--- src/design/ska_pkg.sv ---
`timescale 1ns / 1ps
package ska_pkg;

	localparam int unsigned AddrW = 3;

	localparam logic [7:0] NEG_SID     = 8'h7F;
	localparam logic [7:0] POS_SID     = 8'h67;
	localparam logic [7:0] SVC_ID      = 8'h27;
	localparam logic [7:0] NRC_SUBFUNC = 8'h12;
	localparam logic [7:0] NRC_LENGTH  = 8'h13;
	localparam logic [7:0] NRC_KEY     = 8'h35;
	localparam logic [7:0] NRC_DELAY   = 8'h37;
	localparam logic [7:0] SF_SEED     = 8'h01;
	localparam logic [7:0] SF_KEY      = 8'h02;

	localparam logic [7:0] LEN_SEED_REQ = 8'd2;
	localparam logic [7:0] LEN_KEY_REQ  = 8'd6;
	localparam logic [2:0] LEN_SEED_RSP = 3'd6;
	localparam logic [2:0] LEN_KEY_RSP  = 3'd2;
	localparam logic [2:0] LEN_NEG_RSP  = 3'd3;

	localparam logic [7:0] SEED_ADD1 = 8'h3A;
	localparam logic [7:0] SEED_ADD3 = 8'h7B;
	localparam logic [7:0] ZERO_FIX0 = 8'h24;
	localparam logic [7:0] ZERO_FIX3 = 8'h68;
	localparam logic [7:0] ONES_FIX0 = 8'hAA;
	localparam logic [7:0] ONES_FIX3 = 8'h55;

	localparam logic [31:0] SEED_RESET    = 32'h7856_3412;
	localparam logic [15:0] TIMEOUT_RESET = 16'd5000;
	localparam logic [15:0] PENALTY_RESET = 16'd10000;

	typedef enum logic {
		REG_UNLOCK_TIMEOUT = 1'b0,
		REG_PENALTY_DELAY  = 1'b1
	} reg_idx_t;

	typedef struct packed {
		logic [15:0] unlock_timeout_ms;
		logic [15:0] penalty_delay_ms;
	} cfg_t;

	typedef struct packed {
		logic        cmd;
		logic [7:0]  req_len;
		logic [7:0]  sub_function;
		logic [31:0] key_bytes;
		logic [15:0] temp_adc;
	} item_t;

	typedef struct packed {
		logic [2:0]  resp_len;
		logic [7:0]  resp_byte0;
		logic [7:0]  resp_byte1;
		logic [7:0]  resp_byte2;
		logic [31:0] seed_out;
		logic        accepted;
		logic        unlocked;
	} res_t;

	function automatic logic [31:0] make_seed(input logic [31:0] t, input logic [15:0] adc);
		logic [7:0] b0, b1, b2, b3;
		b0 = t[7:0] ^ adc[7:0];
		b1 = t[15:8] + SEED_ADD1;
		b2 = t[23:16] ^ adc[11:4];
		b3 = t[31:24] + SEED_ADD3;
		if ({b3, b2, b1, b0} == 32'h0000_0000) begin
			b0 = ZERO_FIX0;
			b3 = ZERO_FIX3;
		end else if ({b3, b2, b1, b0} == 32'hFFFF_FFFF) begin
			b0 = ONES_FIX0;
			b3 = ONES_FIX3;
		end
		return {b3, b2, b1, b0};
	endfunction

	function automatic logic [31:0] expected_key(input logic [31:0] s);
		logic [7:0] k0, k1, k2, k3;
		k0 = s[7:0] ^ s[15:8];
		k1 = s[15:8] + s[23:16];
		k2 = s[23:16] ^ s[31:24];
		k3 = s[31:24] + s[7:0];
		return {k3, k2, k1, k0};
	endfunction

endpackage

--- src/design/ska_cfg_regs.sv ---
`timescale 1ns / 1ps
module ska_cfg_regs import ska_pkg::*; (
	input  logic             clk,
	input  logic             arst_n,
	input  logic             psel,
	input  logic             penable,
	input  logic             pwrite,
	input  logic [AddrW-1:0] paddr,
	input  logic [31:0]      pwdata,
	output logic [31:0]      prdata,
	output logic             pready,
	output cfg_t             cfg
);

	cfg_t     cfg_q;
	logic     wr_en;
	reg_idx_t idx;

	assign pready = 1'b1;
	assign wr_en  = psel & penable & pwrite;
	// decode by word: the low byte-offset bits are ignored
	assign idx    = reg_idx_t'(paddr[2]);

	always_ff @(posedge clk or negedge arst_n) begin
		if (!arst_n) begin
			cfg_q.unlock_timeout_ms <= TIMEOUT_RESET;
			cfg_q.penalty_delay_ms  <= PENALTY_RESET;
		end else if (wr_en) begin
			case (idx)
				REG_UNLOCK_TIMEOUT: cfg_q.unlock_timeout_ms <= pwdata[15:0];
				REG_PENALTY_DELAY:  cfg_q.penalty_delay_ms  <= pwdata[15:0];
				default: ;
			endcase
		end
	end

	always_comb begin
		case (idx)
			REG_UNLOCK_TIMEOUT: prdata = {16'h0000, cfg_q.unlock_timeout_ms};
			REG_PENALTY_DELAY:  prdata = {16'h0000, cfg_q.penalty_delay_ms};
			default:            prdata = 32'h0000_0000;
		endcase
	end

	assign cfg = cfg_q;

endmodule

--- src/design/ska_core.sv ---
`timescale 1ns / 1ps
module ska_core import ska_pkg::*; (
	input  logic  clk,
	input  logic  arst_n,
	input  logic  adv,
	input  item_t item,
	input  cfg_t  cfg,
	output res_t  res
);

	logic [31:0] ms_counter_q;
	logic        unlocked_q;
	logic [15:0] unlock_left_q;
	logic [15:0] penalty_left_q;
	logic [31:0] seed_q;
	logic        seed_valid_q;

	logic [31:0] ms_counter_d;
	logic        unlocked_d;
	logic [15:0] unlock_left_d;
	logic [15:0] penalty_left_d;
	logic [31:0] seed_d;
	logic        seed_valid_d;

	logic [31:0] new_seed;
	logic        key_ok;
	logic [15:0] unlock_dec;
	logic [7:0]  nrc;

	assign new_seed   = make_seed(ms_counter_q, item.temp_adc);
	assign key_ok     = (item.key_bytes == expected_key(seed_q));
	assign unlock_dec = (unlock_left_q != 16'd0) ? unlock_left_q - 16'd1 : 16'd0;

	always_comb begin
		ms_counter_d   = ms_counter_q;
		unlocked_d     = unlocked_q;
		unlock_left_d  = unlock_left_q;
		penalty_left_d = penalty_left_q;
		seed_d         = seed_q;
		seed_valid_d   = seed_valid_q;
		nrc            = 8'h00;
		res            = '0;

		if (!item.cmd) begin
			ms_counter_d = ms_counter_q + 32'd1;
			if (unlocked_q) begin
				unlock_left_d = unlock_dec;
				if (unlock_dec == 16'd0) begin
					unlocked_d   = 1'b0;
					seed_valid_d = 1'b0;
				end
			end
			if (penalty_left_q != 16'd0) penalty_left_d = penalty_left_q - 16'd1;
		end else if (item.req_len < LEN_SEED_REQ) begin
			nrc = NRC_LENGTH;
		end else if (item.sub_function == SF_SEED) begin
			if (item.req_len != LEN_SEED_REQ) begin
				nrc = NRC_LENGTH;
			end else if (penalty_left_q != 16'd0) begin
				nrc = NRC_DELAY;
			end else begin
				seed_d         = new_seed;
				seed_valid_d   = 1'b1;
				res.resp_len   = LEN_SEED_RSP;
				res.resp_byte0 = POS_SID;
				res.resp_byte1 = SF_SEED;
				res.seed_out   = new_seed;
				res.accepted   = 1'b1;
			end
		end else if (item.sub_function == SF_KEY) begin
			if (item.req_len != LEN_KEY_REQ) begin
				nrc = NRC_LENGTH;
			end else if (!seed_valid_q) begin
				nrc = NRC_KEY;
			end else if (key_ok) begin
				unlocked_d     = 1'b1;
				unlock_left_d  = cfg.unlock_timeout_ms;
				seed_valid_d   = 1'b0;
				res.resp_len   = LEN_KEY_RSP;
				res.resp_byte0 = POS_SID;
				res.resp_byte1 = SF_KEY;
				res.accepted   = 1'b1;
			end else begin
				unlocked_d     = 1'b0;
				unlock_left_d  = 16'd0;
				seed_valid_d   = 1'b0;
				penalty_left_d = cfg.penalty_delay_ms;
				nrc            = NRC_KEY;
			end
		end else begin
			nrc = NRC_SUBFUNC;
		end

		if (nrc != 8'h00) begin
			res.resp_len   = LEN_NEG_RSP;
			res.resp_byte0 = NEG_SID;
			res.resp_byte1 = SVC_ID;
			res.resp_byte2 = nrc;
		end
		res.unlocked = unlocked_d;
	end

	always_ff @(posedge clk or negedge arst_n) begin
		if (!arst_n) begin
			ms_counter_q   <= 32'd0;
			unlocked_q     <= 1'b0;
			unlock_left_q  <= 16'd0;
			penalty_left_q <= 16'd0;
			seed_q         <= SEED_RESET;
			seed_valid_q   <= 1'b0;
		end else if (adv) begin
			ms_counter_q   <= ms_counter_d;
			unlocked_q     <= unlocked_d;
			unlock_left_q  <= unlock_left_d;
			penalty_left_q <= penalty_left_d;
			seed_q         <= seed_d;
			seed_valid_q   <= seed_valid_d;
		end
	end

	// a locked block never has unlock time left
	a_locked_no_time: assert property (@(posedge clk) disable iff (!arst_n)
		!unlocked_q |-> unlock_left_q == 16'd0)
		else $error("unlock countdown running while locked");

	// a state change only happens when a word moves on
	a_state_holds: assert property (@(posedge clk) disable iff (!arst_n)
		!adv |=> $stable(ms_counter_q) && $stable(seed_valid_q) && $stable(unlocked_q))
		else $error("core state changed without an item");

endmodule

--- src/design/seed_key_security_access_top.sv ---
`timescale 1ns / 1ps
// Security-access responder for diagnostic service 0x27. Each input word is a
// one-millisecond tick (cmd = 0) or a request (cmd = 1) and yields exactly one
// result word; ticks give a zero-length result that still reports the unlocked
// flag for the LED. One word is taken every cycle unless in_stall is high: a
// word is held in the input register, the seed/key logic runs between it and
// the result register, and out_valid rises once the result register has loaded.
// in_stall rises only when the input register is full and the result register
// is held by out_stall. The unlock timeout and penalty delay registers (byte
// addresses 0x0 and 0x4) should only be written while no word is in flight.
module seed_key_security_access_top import ska_pkg::*; (
	input  logic             clk,
	input  logic             arst_n,
	input  logic             psel,
	input  logic             penable,
	input  logic             pwrite,
	input  logic [AddrW-1:0] paddr,
	input  logic [31:0]      pwdata,
	output logic [31:0]      prdata,
	output logic             pready,
	input  logic             in_valid,
	output logic             in_stall,
	input  logic             cmd,
	input  logic [7:0]       req_len,
	input  logic [7:0]       sub_function,
	input  logic [31:0]      key_bytes,
	input  logic [15:0]      temp_adc,
	output logic             out_valid,
	input  logic             out_stall,
	output logic [2:0]       resp_len,
	output logic [7:0]       resp_byte0,
	output logic [7:0]       resp_byte1,
	output logic [7:0]       resp_byte2,
	output logic [31:0]      seed_out,
	output logic             accepted,
	output logic             unlocked
);

	cfg_t  cfg;
	item_t item_s1;
	logic  valid_s1;
	res_t  res_c;
	res_t  res_s2;
	logic  valid_s2;
	logic  adv;
	logic  in_fire;

	ska_cfg_regs u_cfg (
		.clk     (clk),
		.arst_n  (arst_n),
		.psel    (psel),
		.penable (penable),
		.pwrite  (pwrite),
		.paddr   (paddr),
		.pwdata  (pwdata),
		.prdata  (prdata),
		.pready  (pready),
		.cfg     (cfg)
	);

	// advance when the result register is empty or being drained
	assign adv      = valid_s1 & (~valid_s2 | ~out_stall);
	assign in_stall = valid_s1 & ~adv;
	assign in_fire  = in_valid & ~in_stall;

	always_ff @(posedge clk or negedge arst_n) begin
		if (!arst_n) begin
			valid_s1 <= 1'b0;
		end else if (in_fire) begin
			valid_s1 <= 1'b1;
		end else if (adv) begin
			valid_s1 <= 1'b0;
		end
	end

	always_ff @(posedge clk) begin
		if (in_fire) begin
			item_s1 <= '{cmd: cmd, req_len: req_len, sub_function: sub_function,
				key_bytes: key_bytes, temp_adc: temp_adc};
		end
	end

	ska_core u_core (
		.clk    (clk),
		.arst_n (arst_n),
		.adv    (adv),
		.item   (item_s1),
		.cfg    (cfg),
		.res    (res_c)
	);

	always_ff @(posedge clk or negedge arst_n) begin
		if (!arst_n) begin
			valid_s2 <= 1'b0;
		end else if (adv) begin
			valid_s2 <= 1'b1;
		end else if (!out_stall) begin
			valid_s2 <= 1'b0;
		end
	end

	always_ff @(posedge clk) begin
		if (adv) res_s2 <= res_c;
	end

	assign out_valid  = valid_s2;
	assign resp_len   = res_s2.resp_len;
	assign resp_byte0 = res_s2.resp_byte0;
	assign resp_byte1 = res_s2.resp_byte1;
	assign resp_byte2 = res_s2.resp_byte2;
	assign seed_out   = res_s2.seed_out;
	assign accepted   = res_s2.accepted;
	assign unlocked   = res_s2.unlocked;

	a_stall_only_full: assert property (@(posedge clk) disable iff (!arst_n)
		in_stall |-> valid_s1 && valid_s2 && out_stall)
		else $error("input stalled with room to advance");

	a_seed_not_degenerate: assert property (@(posedge clk) disable iff (!arst_n)
		out_valid && accepted && resp_len == LEN_SEED_RSP |->
		seed_out != 32'h0000_0000 && seed_out != 32'hFFFF_FFFF)
		else $error("degenerate seed sent");

	a_positive_id: assert property (@(posedge clk) disable iff (!arst_n)
		out_valid && accepted |-> resp_byte0 == POS_SID && resp_byte2 == 8'h00)
		else $error("positive response with wrong id or code");

endmodule
--- config.mk ---
export PLATFORM = sky130hd
export DESIGN_NAME = seed_key_security_access_top
export DESIGN_NICKNAME = d
export VERILOG_FILES = /design/src/design/ska_pkg.sv /design/src/design/ska_cfg_regs.sv /design/src/design/ska_core.sv /design/src/design/seed_key_security_access_top.sv
export SDC_FILE = /design/constraint.sdc
export NUM_CORES = 1
export LEC_CHECK = 0
export BUFFER_PORTS_ARGS = -buffer_cell sky130_fd_sc_hd__buf_2
export CAP_MARGIN = 20
export CORE_ASPECT_RATIO = 1.75
export CORE_MARGIN = 3
export CORE_UTILIZATION = 59
export CTS_BUF_LIST = sky130_fd_sc_hd__clkbuf_8
export DETAILED_ROUTE_END_ITERATION = 8
export GPL_ROUTABILITY_DRIVEN = 0
export GPL_TIMING_DRIVEN = 0
export PLACE_DENSITY = 0.83
export RECOVER_POWER = 25
export SLEW_MARGIN = 20
export SYNTH_ARGS = -nofsm -noshare
export SYNTH_HDL_FRONTEND = slang
export SYNTH_HIERARCHICAL = 1
export SYNTH_SLANG_ARGS = --single-unit
--- constraint.sdc ---
create_clock -name clk -period 9.88 [get_ports clk]
set_input_delay 1.976 -clock clk [delete_from_list [all_inputs] [get_ports clk]]
set_output_delay 1.976 -clock clk [all_outputs]
set_load 0.01 [all_outputs]
* Yosys cells after proc, flatten, opt, wreduce, memory -nomap -nowiden
Cells that the tools add are included.
Storage, ports and cells: register bits 254, bits of input ports 107
Cells by class: mux-type cells 68, magnitude comparators 1, equality and inequality tests 17, add/sub/neg operators 7, bitwise operators 20, reductions and logical operators 19
Operators with widths (number):
- $mux 16 | 17
- $mux 19 | 6
- $mux 8 | 11
- $pmux 32 s2 | 1
- $mux 18 | 3
- $add 32x1->32 const B | 1
- $eq 32x32->1 | 1
- $eq 32x32->1 const B | 1
- $logic_not 32->1 | 1
- $reduce_bool 16->1 | 2
- $sub 16x1->16 const B | 2
- $xor 8x8->8 | 4
- $mux 1 | 28
- $add 8x8->8 | 2
- $logic_not 16->1 | 1
- $reduce_and 8->1 | 2
- $mux 6 | 2
- $not 1->1 | 10
- $add 8x6->8 const B | 1
- $add 8x7->8 const B | 1
- $eq 8x1->1 const B | 1
- $eq 8x2->1 const B | 1
- $lt 8x2->1 const B | 1
- $ne 2x2->1 const B | 4
- other kinds (16) | 28

* Depth between registers and ports, before layout
Gate-level depths: netlist (run 1).
word-level depth 11, mapped depth 12, mapped depth without buffers 10

* Modules after synthesis
Netlist (run 1), hierarchy kept.
Modules (own cells, without submodules):
- ska_core | cells an instance 832, area an instance 7270.7 µm², sequential area each 2468.6 µm², times used 1
- seed_key_security_access_top | cells an instance 134, area an instance 3876.2 µm², sequential area each 3833.7 µm², times used 1
- ska_cfg_regs | cells an instance 105, area an instance 1610.3 µm², sequential area each 813.3 µm², times used 1

* Least setup slack after synthesis (run 1)
Ideal clock, no wire load.
path kind input -> register, from input port out_stall, to register u_core.ms_counter_q[29], data required time 9754 ps, arrival 8467 ps, stages 10, setup slack 1287 ps, path through a21boi_0 clkbuf_1 nand2b_1 nor2_1 nand4_1 or3_1 nor3_1 and3_1 nand3_1 xnor2_1
On the way: cells in the longest elaborated chain, start to end 4
Ends and longest elaborated chain:
- start, declared | line seed_key_security_access_top.sv:29 | input logic out_stall,
- $not 1->1 | line seed_key_security_access_top.sv:62 | assign adv = valid_s1 & (~valid_s2 | ~out_stall);
- $or 1x1->1 | line seed_key_security_access_top.sv:62
- $and 1x1->1 | line seed_key_security_access_top.sv:62
- $reduce_and 2->1 (no line)
- end signal, assigned | line ska_core.sv:112 | ms_counter_q <= ms_counter_d;
- end, declared | line ska_core.sv:11 | logic [31:0] ms_counter_q;
No other way between the ends. A chain may end at the register's enable or synchronous reset.

* Worst setup path in the final report (run 1)
from input port out_stall, to register u_core.ms_counter_q[29]
On the way: cells in the longest elaborated chain, start to end 4
Ends and longest elaborated chain:
- $not 1->1 | line seed_key_security_access_top.sv:62
- $or 1x1->1 | line seed_key_security_access_top.sv:62
- $and 1x1->1 | line seed_key_security_access_top.sv:62
- net adv | line seed_key_security_access_top.sv:45 | logic adv;
- $reduce_and 2->1 (no line)
The timed path passes the listed nets, and every way through them passes these cells.

==> results of run 1 <==
[worst max-delay path by stage]
stage / startpoint / endpoint / slack [ns]
after floorplan: out_stall / u_core/ms_counter_q[29] / 1.29
after global placement: out_stall / u_core/ms_counter_q[29] / -1.77
after detailed placement: out_stall / u_core/ms_counter_q[28] / 4.46
after CTS: paddr[2] / prdata[12] / 4.96
after global routing: out_stall / u_core/ms_counter_q[29] / 4.68
final: out_stall / u_core/ms_counter_q[29] / 4.90
[layer usage]
metal	up-vias	wire length, µm	GRT usage
met5	-	0	0
met3	143	1590	0.0397
met2	443	17800	0.520
li1	4252	-	-
met1	4554	10700	0.287
met4	0	2450	0.175
[per-stage QoR]
| stage | util | setup TNS (ns) |
|---|---|---|
| final | 0.707 | 0 |
| after global routing | 0.707 | 0 |
| after CTS | 0.708 | 0 |
| after detailed placement | 0.666 | 0 |
| after global placement | 0.659 | -63.47 |
| after floorplan | - | 0 |
[registers in the layout, indices dropped and copies added, names as in the netlist, 3 cells and up]
register	flops
item_s1	61
seed_out	32
u_cfg/cfg	32
u_core/ms_counter_q	32
u_core/seed_q	32
u_core/penalty_left_q	16
u_core/unlock_left_q	16
resp_byte0	8
resp_byte1	8
resp_byte2	8
resp_len	3
[worst max-delay path, stage by stage]
cell,delay [ns]
clkbuf_1,0.14
a21boi_4,0.39
buf_16,0.23
clkbuf_1,0.39
nand2b_1,0.21
nor2_1,0.32
nand4_1,0.31
or3_1,0.50
nor3_1,0.35
and3_1,0.30
nand3_1,0.11
xnor2_1,0.16
[area by class of cell]
cell class | instances | share of cell area
buffer | 80 | 0.0320
clock buffer | 46 | 0.0426
clock inverter | 24 | 0.0163
inverter | 16 | 0.00404
multi-input combinational | 739 | 0.350
sequential | 254 | 0.471
tap | 252 | 0.0212
timing repair buffer | 167 | 0.0631
[power groups by stage]
stage	Sequential, µW	Clock, µW	Combinational [µW]
after floorplan	1370	0	358
after global placement	1400	0	493
after detailed placement	1400	0	524
after CTS	1380	992	526
after global routing	1400	1030	585
final	1390	973	532
==> results.cfg, run 1 <==
[final_layout]
final_cell_mix = buf_2, edfxtp_1, dfrtp_1
regArea_um2 = 7000
drive_gt1_frac = 0.281
layout_commonest_cell = buf_2
design_area_um2 = 14900
area_delta_synth_final_pct = 17.6
fillCellCount = 1528
diodes = 0
fin_cells = 1578
multi_input_area_um2 = 5200
num-nets-final = 1427

[route]
drtAntennaViolNets = 0
drtPass1Iterations = 5
viasPerCell = 5.95
drc = 0
drt-initial-drc-count = 806
wl_per_cell_um = 20.6
vias = 9392
wirelength_mm = 32.5

[die]
core_area_um2 = 21000
io-pin-count = 203
rows = 70
start_util = 0.601
die-area_um2 = 23300
fp.dieH_um = 200
dieWidth_um = 117

[critical_path]
worstReg2RegEnd = u_core/ms_counter_q[29]
path_max_fanout = 17
arrival_ns = 5.39
crit_required_ns = 10.29
start_kind = primary input
cp-end-kind = flip-flop
reg2reg_depth = 11
critPathKind = primary input to flip-flop
regToRegSetupSlack_ns = 6.02
rr_startpoint = out_valid

[sta]
fin_skew_ns = 0.0207
setup_violations = 0
hold_violations = 0
maxSlewViolCount = 47
setup_slack_ns = 4.90
layout_min_cycle_time_ns = 4.98
fin_crit_sh = 0.504
relSlewSlack = -0.764
rsz0062_at_grt = false
max_freq_ghz = 0.201
holdWs_ns = 0.494
worst_pin_slew_ns = 2.65

[power_and_ir_drop]
sw_frac_of_total = 0.291
power_frac_comb = 0.184
intPower_uw = 2050
pwr-share-seq = 0.480
p_total_uw = 2890
power_density_nw_per_um2 = 195
p_switching_uw = 841
max-vdd-ir-drop_mv = 0.122
p_leak_uw = 0.00646
pwr-share-clk = 0.337

[place]
dpl_cell_area_um2 = 14000
portBuffers = 162
dpl.hpwl_mm = 24.4
dpl.cell_count = 1508
post-place-ws_ns = 4.46

[clock_tree]
clkSinkCount = 254
cts_tree = yes
postCtsHoldBufs = 0
cts_root_buf = clkbuf_8
htree_levels = 2
cts_made_buffers = 38
clock_path_buffers = 3
insertion_delay_ns = 0.55
cts.clk_slew.worst_paths_ns = 0.06
post_cts_buffers = 0
post_cts_resized = 0

[global_route]
grt_max_degree = 87
track_usage = 0.280
grt_pass1_vias = 9534
antenna_found_initial = 0
grt_first_pass_wirelength_mm = 49.5
grt.overflow.total = 0

[synth]
yosys_warnings = 6
postSynthAreaPerCell_um2 = 11.8
synth_area_um2 = 12600
synth_cells = 1067

[worst_hold_path]
min_path_type = flip-flop to flip-flop
hold_start = u_core/ms_counter_q[31]
hold_depth = 1
min_to = u_core/ms_counter_q[31]

[run_status]
status = finished, violations left
violations = max-capacitance violations, max-slew violations

[flow_run]
drv_cap = 1
Power figures use the tool's default switching activity.
==> inputs of run 2 (changes only) <==
- CORE_UTILIZATION: 59 -> 53
- PLACE_DENSITY: 0.83 -> 0.78
- clock period: 9.88 -> 4.2 ns (I/O delays scaled with it)
==> results.cfg, run 2 (same netlist as run 1, synthesis figures left out) <==
[route]
wirelength_mm = 32.4
drt-initial-drc-count = 634
vias = 9220
drtAntennaViolNets = 0
drc = 0
wl_per_cell_um = 19.9
drtPass1Iterations = 5
viasPerCell = 5.65

[power_and_ir_drop]
sw_frac_of_total = 0.297
pwr-share-clk = 0.308
p_leak_uw = 0.00643
power_frac_comb = 0.192
p_switching_uw = 1940
pwr-share-seq = 0.500
intPower_uw = 4580
power_density_nw_per_um2 = 441
max-vdd-ir-drop_mv = 0.280

[critical_path]
arrival_ns = 4.24
slowest_stage = or4_4
path_max_fanout = 5
cp.buffers_inverters = 1
cp-end-kind = flip-flop
cpPeakStageDelay_ns = 0.55
crit_required_ns = 4.49
crit_family = simple AND/OR/NAND/NOR gates
path_cells = ha_1, fa_1, xnor2_1, nand4_1, or4_4, nor4_4, nand3b_1, nor4_4, nand3_1, a32o_1, buf_4
cpMostUsedCell = nor4_4
start_kind = flip-flop
critPathKind = flip-flop to flip-flop

[clock_tree]
cts_made_buffers = 39
clock_path_buffers = 3
postCtsHoldBufs = 0
cts_root_buf = clkbuf_8
post_cts_buffers = 0
cts_tree = yes
cts.clk_slew.worst_paths_ns = 0.06
clkSinkCount = 254
htree_levels = 2
post_cts_resized = 0
insertion_delay_ns = 0.55

[final_layout]
area_delta_synth_final_pct = 17.1
num-nets-final = 1427
fin_cells = 1631
drive_gt1_frac = 0.271
fillCellCount = 1870
multi_input_area_um2 = 5180
top_register = item_s1
layout_commonest_cell = buf_2
regArea_um2 = 7000
largest_reg_flops = 61
final_cell_mix = buf_2, edfxtp_1, dfrtp_1

[place]
post-place-ws_ns = -0.501
dpl.hpwl_mm = 24.7
dpl.cell_count = 1560
portBuffers = 162

[global_route]
track_usage = 0.250
grt_first_pass_wirelength_mm = 49.2
antenna_found_initial = 0
grt_pass1_vias = 9345
grt.overflow.total = 0
grt_max_degree = 77

[sta]
setup_violations = 0
maxSlewViolCount = 57
fin_skew_ns = 0.0197
rsz0062_at_grt = false
layout_min_cycle_time_ns = 3.94
fin_crit_sh = 0.938
relSlewSlack = -1.17
worst_pin_slew_ns = 3.26
setup_slack_ns = 0.258
max_freq_ghz = 0.254
hold_violations = 0

[die]
start_util = 0.539
die-area_um2 = 25800
io-pin-count = 203
core_area_um2 = 23400
rows = 74
dieWidth_um = 123
fp.dieH_um = 210

[run_status]
violations = max-capacitance violations, max-slew violations
status = finished, violations left

[worst_hold_path]
min_path_type = primary input to flip-flop

[flow_run]
drv_cap = 1
==> run 2: cell count changes in the layout (fill, tap and decap cells not counted), sizes merged <==
cell	delta
buf	+4
diode	+1
inv	+9
clkinv	-2
bufinv	-3
clkbuf	-8
==> run 2: per-layer routing <==
metal  track usage  up-vias  wire [µm]
li1              -     4247          -
met1         0.246     4478      10700
met2         0.470      369      17800
met3        0.0400      126       1640
met4         0.161        0       2310
met5             0        -          0
==> run 2: power groups by stage <==
stage / registers [µW] / clock network, µW / logic, µW
2_1_floorplan: 3210 / 0 / 843
3_3_place_gp: 3290 / 0 / 1170
3_5_place_dp: 3290 / 0 / 1240
4_1_cts: 3250 / 2060 / 1250
5_1_grt: 3290 / 2170 / 1370
6_report: 3260 / 2010 / 1250
==> run 2: path summary, 6_finish.rpt <==
check                                         from                 endpoint  slack [ns]  cells past startpoint
hold reg to reg            u_core/ms_counter_q[31]  u_core/ms_counter_q[31]        0.50                      1
max in group asynchronous                   arst_n            u_cfg/cfg[30]        0.97                      1
setup reg to reg                 u_core/seed_q[16]            resp_byte2[5]        0.26                     11
min in group asynchronous                   arst_n             u_cfg/cfg[2]        1.38                      1
hold / removal                     sub_function[3]              item_s1[51]        0.47                      1
setup / recovery                 u_core/seed_q[16]            resp_byte2[5]        0.26                     11
==> run 2: worst register-to-register path, stage by stage, from the launching register on <==
cell	delay, ns
dfrtp_1	0.48
ha_1	0.26
fa_1	0.48
xnor2_1	0.20
nand4_1	0.16
or4_4	0.55
nor4_4	0.26
nand3b_1	0.17
nor4_4	0.47
nand3_1	0.16
a32o_1	0.35
buf_4	0.16
==> run 2: stage by stage <==
step	total power [µW]	setup TNS (ns)	area, µm²	hold slack, ns	util
5_1_grt	6830	0	14800	0.446	0.632
6_report	6520	0	14800	0.471	0.632
2_1_floorplan	4060	0	12700	0.458	-
3_5_place_dp	4530	-2.47	14100	0.487	0.601
4_1_cts	6550	0	14800	0.215	0.633
3_3_place_gp	4460	-19.38	13900	0.482	0.594
==> run 2: layout make-up <==
cell class                 instances  share of cell area
clock buffer                      43              0.0400
antenna                            1            0.000169
sequential                       254               0.473
buffer                            79              0.0319
inverter                          16             0.00406
tap                              304              0.0257
clock inverter                    28              0.0115
multi-input combinational        739               0.350
timing repair buffer             167              0.0638
